File: src/hw/rtl/ppcu_pkg.sv
package ppcu_pkg;

  localparam int unsigned NumPlanes   = 6;
  localparam int unsigned PixPerGroup = 8;
  localparam int unsigned WordW       = 8;
  localparam int unsigned CntW        = $clog2(PixPerGroup);
  localparam int unsigned CfgIdxW     = 8;
  localparam int unsigned CfgDataW    = NumPlanes * WordW;

  // Channel bit pairs and output levels
  localparam logic [WordW-1:0] RedPair   = 8'h11;
  localparam logic [WordW-1:0] GreenPair = 8'h22;
  localparam logic [WordW-1:0] BluePair  = 8'h44;
  localparam logic [WordW-1:0] LowNibble = 8'h0f;
  localparam logic [WordW-1:0] LvlFull   = 8'd255;
  localparam logic [WordW-1:0] LvlHalf   = 8'd127;
  localparam logic [WordW-1:0] LvlOff    = 8'd0;

  // Register reset values
  localparam logic [CfgDataW-1:0]  ColorWordsRst = '0;
  localparam logic [WordW-1:0]     ColorMaskRst  = 8'hff;
  localparam logic [WordW-1:0]     BgColorRst    = 8'h00;
  localparam logic [NumPlanes-1:0] PlaneMaskRst  = 6'h3f;

  typedef enum logic [CfgIdxW-1:0] {
    CfgColorWords = 8'd0,
    CfgColorMask  = 8'd1,
    CfgBgColor    = 8'd2,
    CfgPlaneMask  = 8'd3
  } cfg_idx_e;

  typedef logic [WordW-1:0] word_t;
  typedef word_t [PixPerGroup-1:0] group_t;

  typedef struct packed {
    word_t [NumPlanes-1:0] color_words;
    word_t                 color_mask;
    word_t                 bg_color;
    logic [NumPlanes-1:0]  plane_mask;
  } cfg_t;

  // Handshake between group buffer and serializer
  typedef struct packed {
    logic   valid;
    group_t words;
  } grp_req_t;

  function automatic word_t level_of(word_t w, word_t pair);
    word_t got;
    got = w & pair;
    if (got == pair) begin
      return LvlFull;
    end else if (got == (pair & LowNibble)) begin
      return LvlHalf;
    end
    return LvlOff;
  endfunction

endpackage

File: src/hw/rtl/ppcu_lane.sv
// One pixel: plane bits -> color word
module ppcu_lane
  import ppcu_pkg::*;
(
  input  logic [NumPlanes-1:0] code_i,
  input  cfg_t                 cfg_i,
  output word_t                word_o
);

  word_t sel;
  word_t rest;

  always_comb begin
    sel  = '0;
    rest = '0;
    for (int unsigned j = 0; j < NumPlanes; j++) begin
      if (code_i[j]) begin
        if (cfg_i.color_mask[j]) begin
          sel = sel | cfg_i.color_words[j];
        end else begin
          rest = rest | cfg_i.color_words[j];
        end
      end
    end
    if (code_i == '0) begin
      word_o = cfg_i.bg_color;
    end else if (sel != '0) begin
      word_o = sel;
    end else begin
      word_o = rest;
    end
  end

endmodule

File: src/hw/rtl/ppcu_merge.sv
// Serializes the lane results, one pixel per cycle while out_stall_i is low
module ppcu_merge
  import ppcu_pkg::*;
(
  input  logic     clk_i,
  input  logic     rst_ni,
  input  grp_req_t grp_i,
  output logic     take_o,
  output logic     out_valid_o,
  input  logic     out_stall_i,
  output word_t    red_level_o,
  output word_t    green_level_o,
  output word_t    blue_level_o,
  output logic     last_pixel_o
);

  group_t          ser_q, ser_d;
  logic [CntW-1:0] cnt_q, cnt_d;
  logic            vld_q, vld_d;
  logic            out_acc;
  logic            at_last;
  word_t           cur;

  assign at_last = (cnt_q == CntW'(PixPerGroup - 1));
  assign out_acc = vld_q && !out_stall_i;
  assign take_o  = grp_i.valid && (!vld_q || (out_acc && at_last));

  always_comb begin
    ser_d = ser_q;
    cnt_d = cnt_q;
    vld_d = vld_q;
    if (take_o) begin
      ser_d = grp_i.words;
      cnt_d = '0;
      vld_d = 1'b1;
    end else if (out_acc) begin
      if (at_last) begin
        vld_d = 1'b0;
      end else begin
        cnt_d = cnt_q + 1'b1;
      end
    end
  end

  always_ff @(posedge clk_i or negedge rst_ni) begin
    if (!rst_ni) begin
      cnt_q <= '0;
      vld_q <= 1'b0;
    end else begin
      cnt_q <= cnt_d;
      vld_q <= vld_d;
    end
  end

  always_ff @(posedge clk_i) begin
    ser_q <= ser_d;
  end

  assign cur           = ser_q[cnt_q];
  assign out_valid_o   = vld_q;
  assign red_level_o   = level_of(cur, RedPair);
  assign green_level_o = level_of(cur, GreenPair);
  assign blue_level_o  = level_of(cur, BluePair);
  assign last_pixel_o  = at_last;

  a_stall_holds: assert property (@(posedge clk_i) disable iff (!rst_ni)
    (vld_q && out_stall_i) |=> (vld_q && $stable(cnt_q)))
    else $error("pixel position moved under stall");

  a_drain: assert property (@(posedge clk_i) disable iff (!rst_ni)
    (out_acc && at_last && !grp_i.valid) |=> !vld_q)
    else $error("serializer did not drain after last pixel");

  a_step: assert property (@(posedge clk_i) disable iff (!rst_ni)
    (out_acc && !at_last) |=> (vld_q && cnt_q == $past(cnt_q) + 1'b1))
    else $error("pixel position did not advance");

endmodule

File: src/hw/rtl/planar_pixel_color_unit_top.sv
// Planar pixel color unit.
// Input channel (in_valid_i / in_stall_o): one request carries one byte from
// each of six bit planes for an 8-pixel group; bit 0 is the first pixel.
// Output channel (out_valid_o / out_stall_i): one request per pixel with the
// red, green and blue levels (0, 127 or 255); last_pixel_o marks the eighth.
// Config channel (cfg_valid_i / cfg_ready_o): index 0 plane color words,
// 1 color mask, 2 background color, 3 plane mask; other indexes are dropped.
// cfg_ready_o is always high; write only while no group is in flight.
// Eight lanes resolve all pixels of a group in the accept cycle and store the
// color words in a group buffer. The serializer then hands out one pixel per
// cycle while out_stall_i is low. The accepted group passes the group buffer
// and the serializer register before its first pixel is valid. The single
// output port limits the group rate; the next group waits in the buffer, so
// pixels stream with no gap between groups.
// Reset clears all valids and sets the registers to their reset values
// (color mask and plane mask all ones, others zero).
// A stall on the output freezes the current pixel; once the buffer is full,
// in_stall_o rises until the serializer takes the buffered group.
module planar_pixel_color_unit_top
  import ppcu_pkg::*;
(
  input  logic                 clk_i,
  input  logic                 rst_ni,
  input  logic                 cfg_valid_i,
  output logic                 cfg_ready_o,
  input  logic [CfgIdxW-1:0]   cfg_index_i,
  input  logic [CfgDataW-1:0]  cfg_data_i,
  input  logic                 in_valid_i,
  output logic                 in_stall_o,
  input  logic [WordW-1:0]     plane0_byte_i,
  input  logic [WordW-1:0]     plane1_byte_i,
  input  logic [WordW-1:0]     plane2_byte_i,
  input  logic [WordW-1:0]     plane3_byte_i,
  input  logic [WordW-1:0]     plane4_byte_i,
  input  logic [WordW-1:0]     plane5_byte_i,
  output logic                 out_valid_o,
  input  logic                 out_stall_i,
  output logic [WordW-1:0]     red_level_o,
  output logic [WordW-1:0]     green_level_o,
  output logic [WordW-1:0]     blue_level_o,
  output logic                 last_pixel_o
);

  // Config registers
  cfg_t cfg_q, cfg_d;

  assign cfg_ready_o = 1'b1;

  always_comb begin
    cfg_d = cfg_q;
    if (cfg_valid_i) begin
      case (cfg_index_i)
        CfgColorWords: cfg_d.color_words = cfg_data_i;
        CfgColorMask:  cfg_d.color_mask  = cfg_data_i[WordW-1:0];
        CfgBgColor:    cfg_d.bg_color    = cfg_data_i[WordW-1:0];
        CfgPlaneMask:  cfg_d.plane_mask  = cfg_data_i[NumPlanes-1:0];
        default:       cfg_d = cfg_q;
      endcase
    end
  end

  always_ff @(posedge clk_i or negedge rst_ni) begin
    if (!rst_ni) begin
      cfg_q.color_words <= ColorWordsRst;
      cfg_q.color_mask  <= ColorMaskRst;
      cfg_q.bg_color    <= BgColorRst;
      cfg_q.plane_mask  <= PlaneMaskRst;
    end else begin
      cfg_q <= cfg_d;
    end
  end

  // Plane bytes, disabled planes forced to zero
  word_t [NumPlanes-1:0] planes;
  assign planes[0] = cfg_q.plane_mask[0] ? plane0_byte_i : '0;
  assign planes[1] = cfg_q.plane_mask[1] ? plane1_byte_i : '0;
  assign planes[2] = cfg_q.plane_mask[2] ? plane2_byte_i : '0;
  assign planes[3] = cfg_q.plane_mask[3] ? plane3_byte_i : '0;
  assign planes[4] = cfg_q.plane_mask[4] ? plane4_byte_i : '0;
  assign planes[5] = cfg_q.plane_mask[5] ? plane5_byte_i : '0;

  // Pixel lanes
  group_t lane_words;

  for (genvar k = 0; k < PixPerGroup; k++) begin : g_lane
    logic [NumPlanes-1:0] code;
    for (genvar j = 0; j < NumPlanes; j++) begin : g_bit
      assign code[j] = planes[j][k];
    end
    ppcu_lane u_lane (
      .code_i (code),
      .cfg_i  (cfg_q),
      .word_o (lane_words[k])
    );
  end

  // Group buffer between lanes and serializer
  group_t buf_q, buf_d;
  logic   buf_vld_q, buf_vld_d;
  logic   take;
  logic   in_acc;
  grp_req_t grp;

  assign in_stall_o = buf_vld_q && !take;
  assign in_acc     = in_valid_i && !in_stall_o;
  assign buf_vld_d  = (buf_vld_q && !take) || in_acc;
  assign buf_d      = in_acc ? lane_words : buf_q;

  always_ff @(posedge clk_i or negedge rst_ni) begin
    if (!rst_ni) begin
      buf_vld_q <= 1'b0;
    end else begin
      buf_vld_q <= buf_vld_d;
    end
  end

  always_ff @(posedge clk_i) begin
    buf_q <= buf_d;
  end

  assign grp.valid = buf_vld_q;
  assign grp.words = buf_q;

  ppcu_merge u_merge (
    .clk_i         (clk_i),
    .rst_ni        (rst_ni),
    .grp_i         (grp),
    .take_o        (take),
    .out_valid_o   (out_valid_o),
    .out_stall_i   (out_stall_i),
    .red_level_o   (red_level_o),
    .green_level_o (green_level_o),
    .blue_level_o  (blue_level_o),
    .last_pixel_o  (last_pixel_o)
  );

  a_acc_fills: assert property (@(posedge clk_i) disable iff (!rst_ni)
    in_acc |=> buf_vld_q)
    else $error("accepted group not buffered");

  a_stall_full: assert property (@(posedge clk_i) disable iff (!rst_ni)
    in_stall_o |-> (buf_vld_q && out_valid_o))
    else $error("input stalled with room available");

  a_take_idle: assert property (@(posedge clk_i) disable iff (!rst_ni)
    (buf_vld_q && !out_valid_o) |-> take)
    else $error("idle serializer left buffered group");

endmodule
File: config.mk
export PLATFORM = sky130hd
export DESIGN_NAME = planar_pixel_color_unit_top
export DESIGN_NICKNAME = d
export VERILOG_FILES = /design/src/hw/rtl/ppcu_pkg.sv /design/src/hw/rtl/ppcu_lane.sv /design/src/hw/rtl/ppcu_merge.sv /design/src/hw/rtl/planar_pixel_color_unit_top.sv
export SDC_FILE = /design/constraint.sdc
export NUM_CORES = 1
export LEC_CHECK = 0
export BUFFER_PORTS_ARGS = -buffer_cell sky130_fd_sc_hd__buf_4
export CAP_MARGIN = 20
export CORE_UTILIZATION = 31
export CTS_CLUSTER_DIAMETER = 40
export DETAILED_ROUTE_END_ITERATION = 7
export PLACE_DENSITY = 0.57
export SYNTH_ARGS = -nofsm -noshare
export SYNTH_HDL_FRONTEND = slang
export SYNTH_SLANG_ARGS = --single-unit
File: constraint.sdc
create_clock -name clk_i -period 5.3 [get_ports clk_i]
set_input_delay 1.06 -clock clk_i [delete_from_list [all_inputs] [get_ports clk_i]]
set_output_delay 1.06 -clock clk_i [all_outputs]
set_load 0.02 [all_outputs]
==> metrics.csv <==
metric,value,unit
CTS HTree Levels,4,
synthesized area per cell,9.44,um^2
Fill cells,3448,
# IOs,137,
row count,68,
Iteration-0 DRC Markers,1792,
chip width,190,um
Post-CTS Resized,0,
nets,1289,
crit end category,primary output,
gr usage total,25.8,%
min-delay src,buf_q[13]$_DFFE_PP_,
number of flops mapped to enable cells by yosys,96,
ratio of cells with drive above 1 in the final layout,23.1,%
max_slew headroom,36.1,%
Worst R2R Start,u_merge.cnt_q[0]$_DFFE_PN0P_,
sequential share of the synthesized area,42.7,%
"Arr. time, crit path",2.65,ns
DRC errors left,0,
"Distinct cells, synth",47,
1st-pass router iterations,8,
final max-slew violation count,0,
Clock Sinks,167,
setup ws final,1.59,ns
synthesized instance count,1159,
Synth Cell Area,10900,um^2
fin crit period,3.71,ns
YS warnings,0,
largest fanout on the critical path,15,
ranking of synthesized cells by area,"edfxtp_1 (26%), o22ai_1 (14%), dfrtp_1 (13%)",
clock transition at the registers of the reported paths,0.07,ns
clk root buf,clkbuf_16,
most used flip-flop cell after synthesis,edfxtp_1,
largest area contributor in the netlist,edfxtp_1,
worst slew pin tran,0.959,ns
dpl ws,1.97,ns
RD Place Congestion,0.990,
Area Overhead vs Synth,14.0,%
ANT cells,0,
final WL,46900,um
Max clock buf depth,2,
die area,36100,um^2
crit path from,u_merge.cnt_q[0]$_DFFE_PN0P_,
DIE HEIGHT,190,um
RSZ-0062 raised after global routing,no,
Finish-stage setup viols,0,
total global routing overflow,0,
antenna-violating nets left,0,
vias in the first global route,10200,
Post-synth ARST share,42.5,%
routed vias,10900,
antenna violations before repair,2,
Worst-Skew Late Latency,0.44,ns
Total Neg Setup Slack,0,ns
HPWL after DPL,33800,um
Setup Crit Path Kind,reg2out,
syn nets,1270,
first-pass GRT wire length,68500,um
I/O Buffers,135,
PD cells,293,nW/um^2
initial core utilization,31.6,%
post-synth top area share,26.3,%
Final Cycle Share,70.0,%
"Setup Fix Bufs, Post-CTS",0,
Hold Crit Class,reg2reg,
via/cell ratio,6.64,
synthesized flop and latch total,167,
core area,34600,um^2
total CTS buffers,17,
Clock Skew,0.00907,ns
CTS tree,done,
"Hold Vio Cnt, Final",0,
Leakage,4.60,nW
largest net degree at the start of global routing,72,
DR WL/cell,28.5,um
CTS Hold Bufs,0,
critical path launch point type,flip-flop,
fmax,269,MHz
MaxCap Viol Count,0,
status,finished clean,
Peak VDD IR,0.319,mV
Worst EP required,4.24,ns
## metal layers
metal,GRT usage [%],routed length [um]
met3,8.54,5840
met5,0,27
met1,34.4,18900
met4,9.58,1810
met2,38.7,20300
## state kept, by name, indices dropped and copies added, names as in the netlist
signal,flops
u_merge.out_valid_o,1
cfg_q,66
buf_q,48
buf_vld_q,1
u_merge.ser_q,48
u_merge.cnt_q,3
## metrics by stage
step / total power [mW] / instance area [um^2] / instances / hold WS [ns] / util (%)
after detailed placement: 2.43 / 11900 / 1613 / 0.405 / 34.2
after CTS: 3.67 / 12500 / 1645 / 0.412 / 36.0
after global routing: 3.79 / 12500 / 1646 / 0.423 / 36.0
after global placement: 2.42 / 11800 / 1612 / 0.401 / 34.2
after floorplan: 2.14 / 10900 / 1159 / 0.400 / -
final: 3.65 / 12500 / 1646 / 0.413 / 36.0
## worst max-delay path, stage by stage (launching register included)
cell     delay, ns
dfrtp_1       0.92
mux4_2        0.64
mux2_2        0.34
and2_1        0.15
buf_4         0.15
## path summary, 6_finish.rpt
check	to	slack, ns	cells past startpoint
max in group asynchronous	cfg_q[24]$_DFFE_PN0P_	3.91	1
max	red_level_o[7]	1.59	4
min in group asynchronous	u_merge.cnt_q[1]$_DFFE_PN0P_	0.73	1
max reg2reg	buf_q[37]$_DFFE_PP_	2.23	8
min reg2reg	u_merge.ser_q[13]$_DFFE_PP_	0.41	0
min	u_merge.ser_q[13]$_DFFE_PP_	0.41	0
## final cells by class
class | instances | area [um^2] | share of cell area [%]
repair buffers | 138 | 1060 | 8.51
inverters | 4 | 15.0 | 0.120
well taps | 455 | 569 | 4.57
clock inverters | 15 | 165 | 1.32
multi-input cells | 850 | 5560 | 44.6
flip-flops and latches | 167 | 4670 | 37.5
clock buffers | 17 | 425 | 3.41
## cell usage after synthesis (2+ instances only)
cell type    n
o22ai_1    249
nand2_1    130
nor3_1     100
edfxtp_1    96
mux2_2      65
clkbuf_1    62
dfrtp_1     59
nand3_1     43
or3_1       41
nand2b_1    38
buf_2       33
a22oi_1     30
buf_4       23
nand4_1     21
nor2_1      17
a22o_1      16
and3_1      16
dfstp_2     12
mux4_2      12
buf_1       10
nand3b_1     9
mux2_1       8
nand2_2      8
o221ai_1     7
buf_6        6
o211a_1      6
a211o_1      5
and2_1       5
inv_1        4
o2111ai_1    4
nand2_4      3
o21ai_0      3
clkbuf_2     2
clkbuf_4     2
ha_1         2
## power breakdown
group          internal [mW]  switching (mW)
Combinational          0.355           0.468
Clock                  0.667           0.579
Sequential              1.47           0.115
## cell families (layout without fill, tap and decap cells)
| kind of cell | after synthesis | in the layout | share of synthesized area [%] |
|---|---|---|---|
| flops | 167 | 167 | 42.7 |
| fa+ha+maj | 2 | 2 | 0.229 |
| other cells | 1 | 1 | 0.0343 |
| compound gates | 325 | 325 | 19.9 |
| mux | 85 | 85 | 9.98 |
| buf+inv | 142 | 174 | 6.54 |
| simple gates | 437 | 437 | 20.6 |
## placed cells by master (no fill, tap or decap), types with 5 or more instances in the layout
cell         n
o22ai_1    249
buf_4      136
nand2_1    130
nor3_1     100
edfxtp_1    96
mux2_2      65
dfrtp_1     59
nand3_1     43
or3_1       41
nand2b_1    38
a22oi_1     30
nand4_1     21
nor2_1      17
clkbuf_16   17
and3_1      16
a22o_1      16
mux4_2      12
dfstp_2     12
nand3b_1     9
nand2_2      8
mux2_1       8
o221ai_1     7
o211a_1      6
a211o_1      5
No activity file was read; power rests on OpenSTA's default activity.
